## src/rtl/core/stride_aligned_bump_allocator_top_macros.svh

```systemverilog
// Assertion macros for the stride aligned bump allocator.
// Used by the top level; expects signals clk and arst_n in scope.
`ifndef STRIDE_ALIGNED_BUMP_ALLOCATOR_TOP_MACROS_SVH
`define STRIDE_ALIGNED_BUMP_ALLOCATOR_TOP_MACROS_SVH

// Implication checked in the same cycle, outside of reset.
`define SBA_ASSERT_NOW(lbl, ante, cons, msg) \
	lbl: assert property (@(posedge clk) disable iff (!arst_n) (ante) |-> (cons)) \
		else $error(msg);

// Implication checked in the next cycle, outside of reset.
`define SBA_ASSERT_NEXT(lbl, ante, cons, msg) \
	lbl: assert property (@(posedge clk) disable iff (!arst_n) (ante) |=> (cons)) \
		else $error(msg);

`endif

```

## src/rtl/core/sba_pkg.sv

```systemverilog
// Shared types and constants for the stride aligned bump allocator.
// No dependencies; imported by sba_div and stride_aligned_bump_allocator_top.
package sba_pkg;

	localparam int KIND_W     = 1;
	localparam int COUNT_W    = 16;
	localparam int STRIDE_W   = 10;
	localparam int SIZE_W     = 24;
	localparam int OUT_W      = 24;
	localparam int STATUS_W   = 2;
	localparam int PROD_W     = COUNT_W + STRIDE_W;

	localparam int DEFAULT_OFFSET_BITS = 24;
	localparam logic [SIZE_W-1:0] DEFAULT_REGION_BYTES =
		SIZE_W'(5 * 1024 * 1024 + (512 + 256 + 64 + 128 + 64) * 1024);

	localparam logic [KIND_W-1:0] KIND_ALLOC = 1'b0;
	localparam logic [KIND_W-1:0] KIND_CLEAN = 1'b1;

	typedef enum logic [STATUS_W-1:0] {
		ST_OK          = 2'd0,
		ST_NO_SPACE    = 2'd1,
		ST_ZERO_STRIDE = 2'd2
	} status_t;

	typedef enum logic [1:0] {
		PH_RESET  = 2'd0,
		PH_ARMED  = 2'd1,
		PH_REWIND = 2'd2
	} phase_t;

	typedef enum logic [1:0] {
		S_IDLE,
		S_DIV,
		S_CHECK,
		S_FIN
	} seq_state_t;

	// Result of the remainder unit: done pulses for one cycle with rem valid.
	typedef struct packed {
		logic                done;
		logic [STRIDE_W-1:0] rem;
	} div_res_t;

endpackage

```

## src/rtl/core/sba_div.sv

```systemverilog
// Bit-serial remainder unit: computes dividend modulo divisor, one bit per cycle.
// Depends on sba_pkg.
module sba_div #(
	parameter int OFFSET_BITS = sba_pkg::DEFAULT_OFFSET_BITS
) (
	input  logic                         clk,
	input  logic                         arst_n,
	input  logic                         start,
	input  logic [OFFSET_BITS-1:0]       dividend,
	input  logic [sba_pkg::STRIDE_W-1:0] divisor,
	output sba_pkg::div_res_t            res
);
	import sba_pkg::*;

	localparam int CNT_W = $clog2(OFFSET_BITS);

	logic                   busy_q;
	logic                   done_q;
	logic [CNT_W-1:0]       cnt_q;
	logic [OFFSET_BITS-1:0] dvd_q;
	logic [STRIDE_W-1:0]    rem_q;
	logic [STRIDE_W:0]      trial;
	logic [STRIDE_W:0]      diff;
	logic                   fits;

	// Shift the next dividend bit into the partial remainder and subtract if it fits.
	assign trial = {rem_q, dvd_q[OFFSET_BITS-1]};
	assign diff  = trial - {1'b0, divisor};
	assign fits  = trial >= {1'b0, divisor};

	always_ff @(posedge clk or negedge arst_n) begin
		if (!arst_n) begin
			busy_q <= 1'b0;
			done_q <= 1'b0;
			cnt_q  <= '0;
		end else begin
			done_q <= 1'b0;
			if (start) begin
				busy_q <= 1'b1;
				cnt_q  <= CNT_W'(OFFSET_BITS - 1);
			end else if (busy_q) begin
				if (cnt_q == '0) begin
					busy_q <= 1'b0;
					done_q <= 1'b1;
				end else begin
					cnt_q <= cnt_q - 1'b1;
				end
			end
		end
	end

	always_ff @(posedge clk) begin
		if (start) begin
			dvd_q <= dividend;
			rem_q <= '0;
		end else if (busy_q) begin
			dvd_q <= {dvd_q[OFFSET_BITS-2:0], 1'b0};
			rem_q <= fits ? diff[STRIDE_W-1:0] : trial[STRIDE_W-1:0];
		end
	end

	assign res.done = done_q;
	assign res.rem  = rem_q;

endmodule

```

## src/rtl/core/stride_aligned_bump_allocator_top.sv

```systemverilog
// Stride aligned bump allocator: top level with sequencer, state and output register.
// Depends on sba_pkg, sba_div and stride_aligned_bump_allocator_top_macros.svh.
//
// Usage. Input words arrive on in_valid / in_stall and carry kind, vertex_count
// and stride. Each input word produces exactly one output word on
// out_valid / out_stall with status, offset and next_offset. A word moves on a
// rising edge where valid is high and stall is low.
// An allocate word rounds the next-free offset up to a multiple of the stride
// with a bit-serial remainder unit that handles one offset bit per cycle, then
// multiplies count by stride, adds and checks the end against buffer_size.
// An allocate word passes from S_DIV, where the remainder loop runs, through S_CHECK to
// S_FIN and then into the output register; clean words and zero-stride allocates go
// straight to S_FIN. The next word can be accepted in the cycle after a result is loaded.
// One word is in flight at a time: in_stall is high from acceptance until the
// result has been moved into the output register. A finished result waits in
// the sequencer while the output register is held by out_stall, so a stalled
// receiver stalls the input side only once both are full; a new word may be
// accepted while the previous result still waits at the output.
// Reset clears next-free, the fixed mark and the clean phase and loads buffer_size with
// its default. The user must let cfg_we write buffer_size only while idle; the block itself does not enforce it.
`include "stride_aligned_bump_allocator_top_macros.svh"

module stride_aligned_bump_allocator_top #(
	parameter int OFFSET_BITS = sba_pkg::DEFAULT_OFFSET_BITS
) (
	input  logic                         clk,
	input  logic                         arst_n,
	// Configuration
	input  logic                         cfg_we,
	input  logic [sba_pkg::SIZE_W-1:0]   cfg_wdata,
	// Input channel
	input  logic                         in_valid,
	output logic                         in_stall,
	input  logic [sba_pkg::KIND_W-1:0]   kind,
	input  logic [sba_pkg::COUNT_W-1:0]  vertex_count,
	input  logic [sba_pkg::STRIDE_W-1:0] stride,
	// Output channel
	output logic                         out_valid,
	input  logic                         out_stall,
	output logic [sba_pkg::STATUS_W-1:0] status,
	output logic [sba_pkg::OUT_W-1:0]    offset,
	output logic [sba_pkg::OUT_W-1:0]    next_offset
);
	import sba_pkg::*;

	// Wide enough for a rounded start plus the largest count times stride.
	localparam int END_W = OFFSET_BITS + PROD_W + 1;
	localparam logic [END_W-1:0] OFFSET_MAX = END_W'({OFFSET_BITS{1'b1}});

	seq_state_t state_q, state_d;

	logic [SIZE_W-1:0]      buffer_size_q;
	logic [OFFSET_BITS-1:0] next_free_q;
	logic [OFFSET_BITS-1:0] fixed_mark_q;
	phase_t                 phase_q;

	logic [COUNT_W-1:0]     count_q;
	logic [STRIDE_W-1:0]    stride_q;
	logic [END_W-1:0]       start_q;
	logic [PROD_W-1:0]      prod_q;

	// Result staged by the sequencer and the state it commits.
	status_t                res_status_q;
	logic [OFFSET_BITS-1:0] res_offset_q;
	logic [OFFSET_BITS-1:0] res_nf_q;
	logic [OFFSET_BITS-1:0] res_mark_q;
	phase_t                 res_phase_q;

	logic                   out_valid_q;
	logic [STATUS_W-1:0]    out_status_q;
	logic [OUT_W-1:0]       out_offset_q;
	logic [OUT_W-1:0]       out_next_q;

	logic                   in_fire;
	logic                   slot_free;
	logic                   div_start;
	logic                   fin_load;
	logic                   direct;
	div_res_t               div_res;
	logic [END_W-1:0]       end_sum;
	logic                   no_space;
	logic [STRIDE_W-1:0]    pad;

	// The divisor comes from the captured stride, since the input port may
	// change once the word has been accepted.
	sba_div #(
		.OFFSET_BITS(OFFSET_BITS)
	) u_div (
		.clk      (clk),
		.arst_n   (arst_n),
		.start    (div_start),
		.dividend (next_free_q),
		.divisor  (stride_q),
		.res      (div_res)
	);

	assign in_fire   = in_valid && !in_stall;
	assign slot_free = !out_valid_q || !out_stall;
	// Clean words and zero strides need no arithmetic and go straight to commit.
	assign direct    = (kind == KIND_CLEAN) || (stride == '0);

	// Bytes needed to reach the next multiple of the stride.
	assign pad     = (div_res.rem == '0) ? '0 : stride_q - div_res.rem;
	assign end_sum = start_q + END_W'(prod_q);
	assign no_space = (end_sum > END_W'(buffer_size_q)) || (end_sum > OFFSET_MAX);

	// Next state.
	always_comb begin
		state_d = state_q;
		unique case (state_q)
			S_IDLE: begin
				if (in_fire) begin
					state_d = direct ? S_FIN : S_DIV;
				end
			end
			S_DIV: begin
				if (div_res.done) begin
					state_d = S_CHECK;
				end
			end
			S_CHECK: begin
				state_d = S_FIN;
			end
			S_FIN: begin
				if (slot_free) begin
					state_d = S_IDLE;
				end
			end
			default: begin
				state_d = S_IDLE;
			end
		endcase
	end

	// Sequencer outputs.
	always_comb begin
		in_stall  = 1'b1;
		div_start = 1'b0;
		fin_load  = 1'b0;
		unique case (state_q)
			S_IDLE: begin
				in_stall  = 1'b0;
				div_start = in_valid && !direct;
			end
			S_FIN: begin
				fin_load = slot_free;
			end
			default: begin
				in_stall = 1'b1;
			end
		endcase
	end

	always_ff @(posedge clk or negedge arst_n) begin
		if (!arst_n) begin
			state_q       <= S_IDLE;
			buffer_size_q <= DEFAULT_REGION_BYTES;
			next_free_q   <= '0;
			fixed_mark_q  <= '0;
			phase_q       <= PH_RESET;
			out_valid_q   <= 1'b0;
		end else begin
			state_q <= state_d;
			if (cfg_we) begin
				buffer_size_q <= cfg_wdata;
			end
			// The item's effect on the allocator state lands when its result leaves.
			if (fin_load) begin
				next_free_q  <= res_nf_q;
				fixed_mark_q <= res_mark_q;
				phase_q      <= res_phase_q;
				out_valid_q  <= 1'b1;
			end else if (!out_stall) begin
				out_valid_q <= 1'b0;
			end
		end
	end

	// Datapath and staged results.
	always_ff @(posedge clk) begin
		if (in_fire) begin
			count_q      <= vertex_count;
			stride_q     <= stride;
			res_status_q <= ST_OK;
			res_offset_q <= '0;
			res_nf_q     <= next_free_q;
			res_mark_q   <= fixed_mark_q;
			res_phase_q  <= phase_q;
			if (kind == KIND_CLEAN) begin
				unique case (phase_q)
					PH_RESET: begin
						res_phase_q <= PH_ARMED;
					end
					PH_ARMED: begin
						res_mark_q  <= next_free_q;
						res_phase_q <= PH_REWIND;
					end
					default: begin
						res_nf_q <= fixed_mark_q;
					end
				endcase
			end else if (stride == '0) begin
				res_status_q <= ST_ZERO_STRIDE;
			end
		end
		if (state_q == S_DIV && div_res.done) begin
			start_q <= END_W'(next_free_q) + END_W'(pad);
			prod_q  <= count_q * stride_q;
		end
		if (state_q == S_CHECK) begin
			if (no_space) begin
				res_status_q <= ST_NO_SPACE;
			end else begin
				res_offset_q <= OFFSET_BITS'(start_q);
				res_nf_q     <= OFFSET_BITS'(end_sum);
			end
		end
		if (fin_load) begin
			out_status_q <= res_status_q;
			out_offset_q <= OUT_W'(res_offset_q);
			out_next_q   <= OUT_W'(res_nf_q);
		end
	end

	assign out_valid   = out_valid_q;
	assign status      = out_status_q;
	assign offset      = out_offset_q;
	assign next_offset = out_next_q;

	// An accepted word always leaves the sequencer busy in the next cycle.
	`SBA_ASSERT_NEXT(a_busy_after_accept, in_fire, state_q != S_IDLE, "accepted word left no work")
	// The remainder unit finishes only while the sequencer waits for it.
	`SBA_ASSERT_NOW(a_div_done_in_div, div_res.done, state_q == S_DIV, "stray remainder done")
	// Error results never grant an offset.
	`SBA_ASSERT_NOW(a_err_zero_offset, out_valid && status != ST_OK, offset == '0, "error with offset")
	// The fixed mark moves only on the clean that leaves the armed phase.
	`SBA_ASSERT_NEXT(a_mark_move, fin_load && res_phase_q != PH_REWIND, $stable(fixed_mark_q) || $past(phase_q) == PH_ARMED, "fixed mark moved outside the arming clean")

endmodule
```

## config.mk

```make
export PLATFORM = sky130hd
export DESIGN_NAME = stride_aligned_bump_allocator_top
export DESIGN_NICKNAME = d
export VERILOG_FILES = /design/src/rtl/core/sba_pkg.sv /design/src/rtl/core/sba_div.sv /design/src/rtl/core/stride_aligned_bump_allocator_top.sv
export VERILOG_INCLUDE_DIRS = /design/src /design/src/rtl/core
export SDC_FILE = /design/constraint.sdc
export NUM_CORES = 1
export LEC_CHECK = 0
export BUFFER_PORTS_ARGS = -buffer_cell sky130_fd_sc_hd__buf_2
export CORE_AREA = 2 2 183 185
export DETAILED_ROUTE_END_ITERATION = 8
export DIE_AREA = 0 0 185 187
export PLACE_DENSITY = 0.86
export SLEW_MARGIN = 20
export SYNTH_ARGS = -nofsm -noshare
export SYNTH_HDL_FRONTEND = slang
export SYNTH_SLANG_ARGS = --single-unit
```

## constraint.sdc

```tcl
create_clock -name clk -period 7.51 [get_ports clk]
set_input_delay 0.751 -clock clk [delete_from_list [all_inputs] [get_ports clk]]
set_output_delay 0.751 -clock clk [all_outputs]
set_load 0.1 [all_outputs]
```

==> flow_summary.html, run 1 <==
<table>
<tr><th>Metric</th><th>Value</th></tr>
<tr><th colspan="2">Synth</th></tr>
<tr><td>Most used flip-flop cell after synthesis</td><td>sky130_fd_sc_hd__edfxtp_1</td></tr>
<tr><td>Synthesized cell area</td><td>20360 sq um</td></tr>
<tr><td>Synth warnings</td><td>0</td></tr>
<tr><td>Avg Synthesized Cell Area</td><td>between 10 and 15 sq um</td></tr>
<tr><td>Cell count after synthesis</td><td>roughly 1900</td></tr>
<tr><td>Share of the yosys chip area belonging to registers</td><td>42.34%</td></tr>
<tr><td>Syn nets</td><td>2221</td></tr>
<tr><td>Fraction of synthesis flops using an asynchronous set or reset pin</td><td>26.17%</td></tr>
<tr><td>Distinct cell type count after synthesis</td><td>68</td></tr>
<tr><td>Register bit total from synthesis</td><td>roughly 320</td></tr>
<tr><td>Number of enable flip-flop cells after synthesis</td><td>177</td></tr>
<tr><th colspan="2">Setup path</th></tr>
<tr><td>Origin of the worst setup path</td><td>stride_q[1]</td></tr>
<tr><td>Origin of the critical flop-to-flop path</td><td>stride_q[1]</td></tr>
<tr><td>Worst setup slack for register-to-register paths</td><td>1.27 ns</td></tr>
<tr><td>Sort of element at the end of the critical path</td><td>flop</td></tr>
<tr><td>Maximum fanout along the worst path</td><td>20</td></tr>
<tr><td>Number of cells traversed by the worst register-to-register path</td><td>20</td></tr>
<tr><td>Type of the worst setup path</td><td>reg2reg</td></tr>
<tr><td>Startpoint Class</td><td>flop</td></tr>
<tr><td>Critical path destination</td><td>prod_q[24]</td></tr>
<tr><td>CP required</td><td>just under 8 ns</td></tr>
<tr><td>Worst reg2reg endpoint</td><td>prod_q[24]</td></tr>
<tr><td>Critical path arrival</td><td>6.53 ns</td></tr>
<tr><th colspan="2">STA</th></tr>
<tr><td>Final setup violation count</td><td>0</td></tr>
<tr><td>Shortest period the worst path allows</td><td>6.238 ns</td></tr>
<tr><td>Worst Tran Pin Value</td><td>1.084 ns</td></tr>
<tr><td>Maximum operating frequency</td><td>160.3 MHz</td></tr>
<tr><td>Worst setup skew after layout</td><td>0.02179 ns</td></tr>
<tr><td>Ratio of final minimum period to clock period</td><td>83.07%</td></tr>
<tr><td>Final hold violations</td><td>0</td></tr>
<tr><td>RSZ-0062 raised after global routing</td><td>false</td></tr>
<tr><td>Relative slew slack</td><td>between 20% and 30%</td></tr>
<tr><td>Number of slew-limit violations in the final report</td><td>0</td></tr>
<tr><td>Setup TNS</td><td>0 ns</td></tr>
<tr><th colspan="2">Floorplanning</th></tr>
<tr><td>Rows</td><td>67</td></tr>
<tr><td>Height of the chip</td><td>between 150 and 200 microns</td></tr>
<tr><td>Area of the core</td><td>between 30000 and 40000 sq um</td></tr>
<tr><td>Die X-Extent</td><td>185 microns</td></tr>
<tr><td>Overall die area</td><td>roughly 35000 sq um</td></tr>
<tr><td># IOs</td><td>108</td></tr>
<tr><td>Initial core utilization</td><td>61.96%</td></tr>
<tr><th colspan="2">Outcome</th></tr>
<tr><td>Result of the run</td><td>completed</td></tr>
<tr><th colspan="2">Clock network</th></tr>
<tr><td>Worst-path clk slew</td><td>0.06 ns</td></tr>
<tr><td>Number of setup buffers added after CTS</td><td>0</td></tr>
<tr><td>Hold buffer count at CTS</td><td>0</td></tr>
<tr><td>TritonCTS clock tree</td><td>built</td></tr>
<tr><td>Number of buffers on the longest clock path</td><td>3</td></tr>
<tr><td>CTS Sinks</td><td>321</td></tr>
<tr><td>Number of levels in the clock H-tree</td><td>2</td></tr>
<tr><td>Resized Gates After CTS</td><td>0</td></tr>
<tr><td>Number of buffers created by CTS</td><td>36</td></tr>
<tr><td>Source-to-sink clock delay at the later pin of the worst-skew pair</td><td>0.55 ns</td></tr>
<tr><td>Root Driver</td><td>sky130_fd_sc_hd__clkbuf_16</td></tr>
<tr><th colspan="2">Worst hold path</th></tr>
<tr><td>Class of the most critical hold timing path</td><td>in2async</td></tr>
<tr><th colspan="2">Flow run</th></tr>
<tr><td>Max Cap Violations</td><td>0</td></tr>
<tr><th colspan="2">Routing</th></tr>
<tr><td>Number of remaining DRC errors</td><td>0</td></tr>
<tr><td>DR pass1 iterations</td><td>5</td></tr>
<tr><td>Final routed wire length divided by cell count</td><td>18.94 microns</td></tr>
<tr><td>Starting DRT DRC Count</td><td>1037</td></tr>
<tr><td>Count of nets left with antenna violations after detail routing</td><td>0</td></tr>
<tr><td>Via count of the routed design</td><td>between 10000 and 15000</td></tr>
<tr><td>Final WL</td><td>46.66 mm</td></tr>
<tr><td>Vias per cell</td><td>5.815</td></tr>
<tr><th colspan="2">Final layout</th></tr>
<tr><td>Share of final-layout standard cells stronger than drive strength 1</td><td>15.09%</td></tr>
<tr><td>Area growth from synthesis to final layout</td><td>10.61%</td></tr>
<tr><td>Diode insertion count for antenna repair</td><td>0</td></tr>
<tr><td>Total number of nets in the final design</td><td>2306</td></tr>
<tr><th colspan="2">Placement</th></tr>
<tr><td>Estimated wirelength of the detail-placed design</td><td>33.35 mm</td></tr>
<tr><td>Global placement routability congestion</td><td>0.9144</td></tr>
<tr><td>Number of port buffers</td><td>107</td></tr>
<tr><th colspan="2">Global route</th></tr>
<tr><td>Number of global-route vias before repair</td><td>roughly 14000</td></tr>
<tr><td>Gr ovfl total</td><td>0</td></tr>
<tr><td>Aggregate global-route resource usage</td><td>a little over a quarter</td></tr>
<tr><td>Initial antenna violation count</td><td>0</td></tr>
<tr><td>Pin count of the biggest net entering global routing</td><td>78</td></tr>
<tr><td>First-pass GRT wire length</td><td>roughly 75 mm</td></tr>
</table>
==> final cells by class <==
cell class / instances / area [sq um]
Clock buffer: 43 / 989.7
Multi-Input combinational cell: 1307 / 10670
Sequential cell: 321 / 8621
Tap cell: 448 / 560.5
Clock inverter: 23 / 286.5
Inverter: 201 / 754.5
Timing Repair Buffer: 120 / 635.6
Fill cell: 2363 / 10340
==> logic make-up after synthesis <==
family	count (synthesis)	share of synthesized area (%)
flip-flops	321	42.34
multiplexers	142	7.559
AO/OA/AOI/OAI	288	8.757
XOR/XNOR	83	3.570
AND/OR/NAND/NOR	531	12.04
adder cells (fa/ha/maj)	263	20.37
buffers and inverters	274	5.365
==> worst min-delay path by stage <==
stage,start,endpoint,slack [ns],depth (start not counted)
2_1_floorplan,res_offset_q[0],offset[0],0.41,0
3_3_place_gp,res_offset_q[15],offset[15],0.42,0
3_5_place_dp,res_offset_q[22],offset[22],0.42,0
4_1_cts,arst_n,fixed_mark_q[22],0.12,1
5_1_grt,arst_n,next_free_q[18],0.15,1
6_report,arst_n,fixed_mark_q[22],0.13,1
==> worst max-delay path: stages, from the launching register on <==
cell                        delay (ns)
sky130_fd_sc_hd__edfxtp_1         0.81
sky130_fd_sc_hd__nand2_1          0.15
sky130_fd_sc_hd__fa_1             0.50
sky130_fd_sc_hd__inv_1            0.05
sky130_fd_sc_hd__fa_1             0.50
sky130_fd_sc_hd__inv_1            0.06
sky130_fd_sc_hd__fa_1             0.48
sky130_fd_sc_hd__inv_1            0.06
sky130_fd_sc_hd__fa_1             0.53
sky130_fd_sc_hd__inv_1            0.05
sky130_fd_sc_hd__fa_1             0.53
sky130_fd_sc_hd__inv_1            0.05
sky130_fd_sc_hd__ha_1             0.23
sky130_fd_sc_hd__or3_4            0.36
sky130_fd_sc_hd__a21oi_1          0.17
sky130_fd_sc_hd__o211ai_1         0.15
sky130_fd_sc_hd__a2111oi_0        0.57
sky130_fd_sc_hd__o211ai_1         0.21
sky130_fd_sc_hd__a31o_2           0.26
sky130_fd_sc_hd__a21oi_1          0.19
sky130_fd_sc_hd__xnor2_1          0.10
==> metal layers <==
layer	vias to the layer above	global-route usage, %	part of all wire (%)
li1	6633	-	-
met1	6913	35.97	41
met3	148	5.062	7.6
met5	-	0	0
met4	0	14.07	5.4
met2	629	43.59	47
==> placed cells by master, fill, tap and decap left out, types with 82 or more instances in the layout <==
cell | netlist | final
sky130_fd_sc_hd__ha_1 | 149 | 149
sky130_fd_sc_hd__dfrtp_1 | 82 | 82
sky130_fd_sc_hd__buf_2 | 3 | 106
sky130_fd_sc_hd__edfxtp_1 | 177 | 177
sky130_fd_sc_hd__o21ai_0 | 95 | 95
sky130_fd_sc_hd__a21oi_1 | 82 | 82
sky130_fd_sc_hd__and2_1 | 91 | 90
sky130_fd_sc_hd__fa_1 | 114 | 114
sky130_fd_sc_hd__inv_1 | 201 | 200
sky130_fd_sc_hd__nand2_1 | 279 | 278
sky130_fd_sc_hd__mux2_2 | 94 | 94
==> stage by stage <==
stage	cell area, sq um	hold WS [ns]	setup WS (ns)	util [%]	cells
floorplan	20360	0.4081	1.623	-	1902
global placement	21240	0.4153	1.435	64.65	2397
detailed placement	21240	0.4154	1.323	64.65	2397
CTS	22520	0.1208	1.313	68.53	2463
global route	22520	0.1466	0.9491	68.53	2463
finish	22520	0.1340	1.272	68.53	2463
==> synthesized netlist by cell type (6+ instances only) <==
master / n / share of area (%)
sky130_fd_sc_hd__xnor2_1: 62 / 2.7
sky130_fd_sc_hd__o21a_1: 6 / 0.22
sky130_fd_sc_hd__nand2_1: 279 / 5.1
sky130_fd_sc_hd__nor3_1: 16 / 0.39
sky130_fd_sc_hd__nor2_1: 64 / 1.2
sky130_fd_sc_hd__a31oi_1: 6 / 0.18
sky130_fd_sc_hd__mux2i_1: 48 / 2.4
sky130_fd_sc_hd__a21o_1: 24 / 0.88
sky130_fd_sc_hd__dfxtp_1: 60 / 5.9
sky130_fd_sc_hd__and2_1: 91 / 2.8
sky130_fd_sc_hd__and3_1: 11 / 0.34
sky130_fd_sc_hd__fa_1: 114 / 11
sky130_fd_sc_hd__ha_1: 149 / 9.2
sky130_fd_sc_hd__xor2_1: 21 / 0.90
sky130_fd_sc_hd__edfxtp_1: 177 / 26
sky130_fd_sc_hd__nor2b_1: 7 / 0.22
sky130_fd_sc_hd__dfrtp_1: 82 / 10
sky130_fd_sc_hd__nand2b_1: 7 / 0.22
sky130_fd_sc_hd__nand4_1: 12 / 0.37
sky130_fd_sc_hd__o21bai_1: 11 / 0.41
sky130_fd_sc_hd__or2_2: 6 / 0.18
sky130_fd_sc_hd__nand3_1: 21 / 0.52
sky130_fd_sc_hd__a211oi_1: 18 / 0.66
sky130_fd_sc_hd__a21oi_1: 82 / 2.0
sky130_fd_sc_hd__mux2_2: 94 / 5.2
sky130_fd_sc_hd__o21ai_0: 95 / 2.3
sky130_fd_sc_hd__inv_1: 201 / 3.7
sky130_fd_sc_hd__clkbuf_1: 61 / 1.1
==> flip-flops by register name, indices dropped and copies added, names as in the netlist, 5 cells and up <==
name and cells:
u_div.rem_q 10, fixed_mark_q 24, stride_q 10, offset 24, u_div.cnt_q 5, start_q 25
res_mark_q 24, u_div.dvd_q 24, prod_q 26, next_free_q 24, count_q 16, next_offset 24
res_offset_q 24, res_nf_q 24, buffer_size_q 24
Power of run 1 is not shown: default switching activity piles up to over one toggle a cycle in this logic, so the estimate is an artifact.
==> run 2: changes to the inputs <==
--- a/config.mk
+++ b/config.mk
@@ -7,10 +7,10 @@
 export NUM_CORES = 1
 export LEC_CHECK = 0
 export BUFFER_PORTS_ARGS = -buffer_cell sky130_fd_sc_hd__buf_2
-export CORE_AREA = 2 2 183 185
+export CORE_AREA = 2 2 192 194
 export DETAILED_ROUTE_END_ITERATION = 8
-export DIE_AREA = 0 0 185 187
-export PLACE_DENSITY = 0.86
+export DIE_AREA = 0 0 194 196
+export PLACE_DENSITY = 0.83
 export SLEW_MARGIN = 20
 export SYNTH_ARGS = -nofsm -noshare
 export SYNTH_HDL_FRONTEND = slang
==> constraint.sdc (replaced) <==
create_clock -name clk -period 5.2 [get_ports clk]
set_input_delay 0.52 -clock clk [delete_from_list [all_inputs] [get_ports clk]]
set_output_delay 0.52 -clock clk [all_outputs]
set_load 0.1 [all_outputs]
==> run 2 against run 1 <==
The flow now finishes with violations (setup timing); setup slack lost 1.6 ns; routed wire length grew 5.1%; fmax grew 12%; final cell count grew 5.8%; flip-flop and latch count is the same; die area grew 9.9%; register-to-register slack lost 1.6 ns; clock skew grew 0.0076 ns; utilization shrank 2.6 points; critical path type unchanged.
==> flow_summary.html, run 2 (same netlist as run 1, synthesis figures left out) <==
<table>
<tr><th>Metric</th><th>Value</th></tr>
<tr><th colspan="2">Setup path</th></tr>
<tr><td>Critical path arrival</td><td>5.88 ns (-0.65 ns)</td></tr>
<tr><td>Origin of the worst setup path</td><td>stride_q[3]</td></tr>
<tr><td>Type of the worst setup path</td><td>reg2reg</td></tr>
<tr><td>Startpoint Class</td><td>flop</td></tr>
<tr><td>Cell at the slowest stage of the critical path</td><td>sky130_fd_sc_hd__fa_1</td></tr>
<tr><td>Origin of the critical flop-to-flop path</td><td>stride_q[3]</td></tr>
<tr><td>Sequence of cells on the critical path</td><td>nand2_2 -&gt; fa_1 -&gt; inv_1 -&gt; fa_1 -&gt; inv_1 -&gt; fa_1 -&gt; inv_1 -&gt; fa_1 -&gt; inv_2 -&gt; fa_1 -&gt; inv_1 -&gt; ha_2 -&gt; or3_4 -&gt; buf_6 -&gt; o221ai_4 -&gt; nor2_1 -&gt; a21bo_2 -&gt; a2111oi_4 -&gt; o31ai_2 -&gt; a21oi_1 -&gt; xnor2_1</td></tr>
<tr><td>Sort of element at the end of the critical path</td><td>flop</td></tr>
<tr><td>Cell occurring most often along the worst timing path</td><td>sky130_fd_sc_hd__fa_1</td></tr>
<tr><td>CP required</td><td>5.51 ns (-2.29 ns)</td></tr>
<tr><td>Slowest Stage Delay on Critical Path</td><td>0.55 ns (-0.26 ns)</td></tr>
<tr><td>Maximum fanout along the worst path</td><td>3 (-85%)</td></tr>
<tr><th colspan="2">Clock network</th></tr>
<tr><td>Source-to-sink clock delay at the later pin of the worst-skew pair</td><td>0.57 ns (+0.02 ns)</td></tr>
<tr><td>TritonCTS clock tree</td><td>built</td></tr>
<tr><td>Number of buffers on the longest clock path</td><td>3 (unchanged)</td></tr>
<tr><td>Worst-path clk slew</td><td>0.06 ns (about the same)</td></tr>
<tr><td>Root Driver</td><td>sky130_fd_sc_hd__clkbuf_16</td></tr>
<tr><td>Number of buffers created by CTS</td><td>36 (unchanged)</td></tr>
<tr><td>CTS Sinks</td><td>321 (unchanged)</td></tr>
<tr><td>Number of levels in the clock H-tree</td><td>2 (unchanged)</td></tr>
<tr><th colspan="2">Floorplanning</th></tr>
<tr><td>Overall die area</td><td>38020 sq um (+9.9%)</td></tr>
<tr><td>Rows</td><td>70 (+4.5%)</td></tr>
<tr><td>Die X-Extent</td><td>194 microns (+4.9%)</td></tr>
<tr><td>Area of the core</td><td>36080 sq um (+9.8%)</td></tr>
<tr><td>Height of the chip</td><td>196 microns (+4.8%)</td></tr>
<tr><td>Initial core utilization</td><td>56.43% (-5.5 points)</td></tr>
<tr><td># IOs</td><td>108 (unchanged)</td></tr>
<tr><th colspan="2">Placement</th></tr>
<tr><td>Dpl ws</td><td>-0.3981 ns (-1.721 ns)</td></tr>
<tr><td>Inst Count DP</td><td>2513 (+4.8%)</td></tr>
<tr><td>Estimated wirelength of the detail-placed design</td><td>34.84 mm (+4.5%)</td></tr>
<tr><td>Global placement routability congestion</td><td>0.9072 (-0.79%)</td></tr>
<tr><td>Number of port buffers</td><td>107 (unchanged)</td></tr>
<tr><th colspan="2">STA</th></tr>
<tr><td>Maximum operating frequency</td><td>179.6 MHz (+12%)</td></tr>
<tr><td>Worst Tran Pin Value</td><td>0.8248 ns (-0.2591 ns)</td></tr>
<tr><td>Final hold violations</td><td>0 (unchanged)</td></tr>
<tr><td>Setup TNS</td><td>-1.576 ns (-1.576 ns)</td></tr>
<tr><td>Shortest period the worst path allows</td><td>5.569 ns (-0.6690 ns)</td></tr>
<tr><td>Worst setup skew after layout</td><td>0.02938 ns (+0.007590 ns)</td></tr>
<tr><td>Worst-case setup margin in the final layout</td><td>-0.3694 ns (-1.641 ns)</td></tr>
<tr><td>Number of slew-limit violations in the final report</td><td>0 (unchanged)</td></tr>
<tr><td>RSZ-0062 raised after global routing</td><td>true</td></tr>
<tr><td>Post-Route Hold Slack</td><td>0.1306 ns (-0.003385 ns)</td></tr>
<tr><td>Final setup violation count</td><td>7 (+7)</td></tr>
<tr><td>Relative slew slack</td><td>45.01% (+17 points)</td></tr>
<tr><td>Ratio of final minimum period to clock period</td><td>107.1% (+24 points)</td></tr>
<tr><th colspan="2">Worst hold path</th></tr>
<tr><td>Class of the most critical hold timing path</td><td>in2reg</td></tr>
<tr><td>Worst Min Path Start</td><td>vertex_count[2]</td></tr>
<tr><th colspan="2">Routing</th></tr>
<tr><td>Final routed wire length divided by cell count</td><td>18.81 microns (-0.69%)</td></tr>
<tr><td>Count of nets left with antenna violations after detail routing</td><td>0 (unchanged)</td></tr>
<tr><td>DR pass1 iterations</td><td>8 (+3)</td></tr>
<tr><td>Vias per cell</td><td>5.685 (-2.2%)</td></tr>
<tr><td>Via count of the routed design</td><td>14810 (+3.4%)</td></tr>
<tr><td>Final WL</td><td>49.03 mm (+5.1%)</td></tr>
<tr><td>Starting DRT DRC Count</td><td>1184 (+14%)</td></tr>
<tr><td>Number of remaining DRC errors</td><td>0 (unchanged)</td></tr>
<tr><th colspan="2">Final layout</th></tr>
<tr><td>Diode insertion count for antenna repair</td><td>0 (unchanged)</td></tr>
<tr><td>Share of final-layout standard cells stronger than drive strength 1</td><td>21.80% (+6.7 points)</td></tr>
<tr><td>Seq. cell area</td><td>8621 sq um (unchanged)</td></tr>
<tr><td>Count of filler cells inserted in the layout</td><td>2626 (+11%)</td></tr>
<tr><td>Register name with the most flops</td><td>prod_q</td></tr>
<tr><td>Commonest cells after routing, fill and taps aside</td><td>sky130_fd_sc_hd__nand2_1, sky130_fd_sc_hd__inv_1, sky130_fd_sc_hd__edfxtp_1</td></tr>
<tr><td>Total number of nets in the final design</td><td>2429 (+5.3%)</td></tr>
<tr><td>Area of the multi-input gates</td><td>10940 sq um (+2.5%)</td></tr>
<tr><td>Leading registers by flop count</td><td>prod_q: 26 flops, start_q: 25 flops</td></tr>
<tr><td>Flip-flop count of the largest register after layout</td><td>26 (unchanged)</td></tr>
<tr><td>Area growth from synthesis to final layout</td><td>16.81%</td></tr>
<tr><td>Leading cell type in the layout, fill and taps excluded</td><td>sky130_fd_sc_hd__nand2_1</td></tr>
<tr><td>Final cell count without fillers</td><td>2606 (+5.8%)</td></tr>
<tr><th colspan="2">Outcome</th></tr>
<tr><td>Failing checks</td><td>setup timing</td></tr>
<tr><td>Result of the run</td><td>finished with violations</td></tr>
<tr><th colspan="2">Global route</th></tr>
<tr><td>First-pass GRT wire length</td><td>77.79 mm (+4.3%)</td></tr>
<tr><td>Gr ovfl total</td><td>0 (unchanged)</td></tr>
<tr><td>Initial antenna violation count</td><td>0 (unchanged)</td></tr>
<tr><td>Number of global-route vias before repair</td><td>14930 (+3.6%)</td></tr>
<tr><td>Pin count of the biggest net entering global routing</td><td>104 (+33%)</td></tr>
<tr><td>Aggregate global-route resource usage</td><td>25.64% (-1.7 points)</td></tr>
<tr><th colspan="2">Flow run</th></tr>
<tr><td>Max Cap Violations</td><td>0 (unchanged)</td></tr>
</table>
[run 2: cell types whose count changed in the layout (fill, tap and decap cells not counted), sizes merged]
cell | before | now
buf | 120 | 241
clkinvlp | 0 | 6
bufinv | 5 | 3
clkinv | 13 | 11
dlygate4sd3 | 0 | 1
inv | 206 | 205
[run 2: final timing paths]
check	endpoint	slack (ns)	cells past startpoint
max in group asynchronous	u_div.cnt_q[3]	3.88	3
hold reg to reg	offset[13]	0.42	0
min in group asynchronous	fixed_mark_q[19]	0.32	2
setup / recovery	prod_q[25]	-0.37	21
setup reg to reg	prod_q[25]	-0.37	21
hold / removal	count_q[2]	0.13	1
[run 2: stage by stage]
stage | util, % | instance area (sq um)
after global routing | 65.91 | 23780
after global placement | 61.14 | 22060
after floorplan | - | 20430
after CTS | 65.26 | 23550
final | 65.91 | 23780
after detailed placement | 61.14 | 22060
[run 2: critical path, delay by kind of cell, from the launching register on]
family | cells | cell delay [ns]
XOR/XNOR | 1 | 0.09
adder cells (fa/ha/maj) | 6 | 2.70
AO/OA/AOI/OAI | 5 | 1.12
AND/OR/NAND/NOR | 3 | 0.59
flip-flops | 1 | 0.44
buffers and inverters | 6 | 0.39
[run 2: per-layer routing]
metal / part of all wire, % / routed length (microns) / global-route usage [%] / up-vias
met1: 40 / 19720 / 33.15 / 7187
met3: 6.6 / 3224 / 3.387 / 138
met4: 4.9 / 2394 / 12.51 / 0
met5: 0 / 0 / 0 / -
li1: - / - / - / 6877
met2: 48 / 23690 / 42.93 / 612
[run 2: cell type report]
cell class | count | share of cell area [%]
clock buffers | 42 | 4.193
clock inverters | 24 | 1.068
inverters | 201 | 3.172
multi-input cells | 1307 | 46.02
flip-flops and latches | 321 | 36.25
well taps | 468 | 2.462
repair buffers | 243 | 6.839
[run 2: what timing repair did]
item | 4_1_cts | 5_1_grt
hold buffers | 1 | 0
buffers inserted | 14 | 13
gates resized for setup | 21 | 28
pin swaps | 22 | 39
setup endpoints to repair | 50 | 60
gates cloned | 0 | 1
hold endpoints to repair | 11 | 0
Power of run 2 is left out for the same reason.
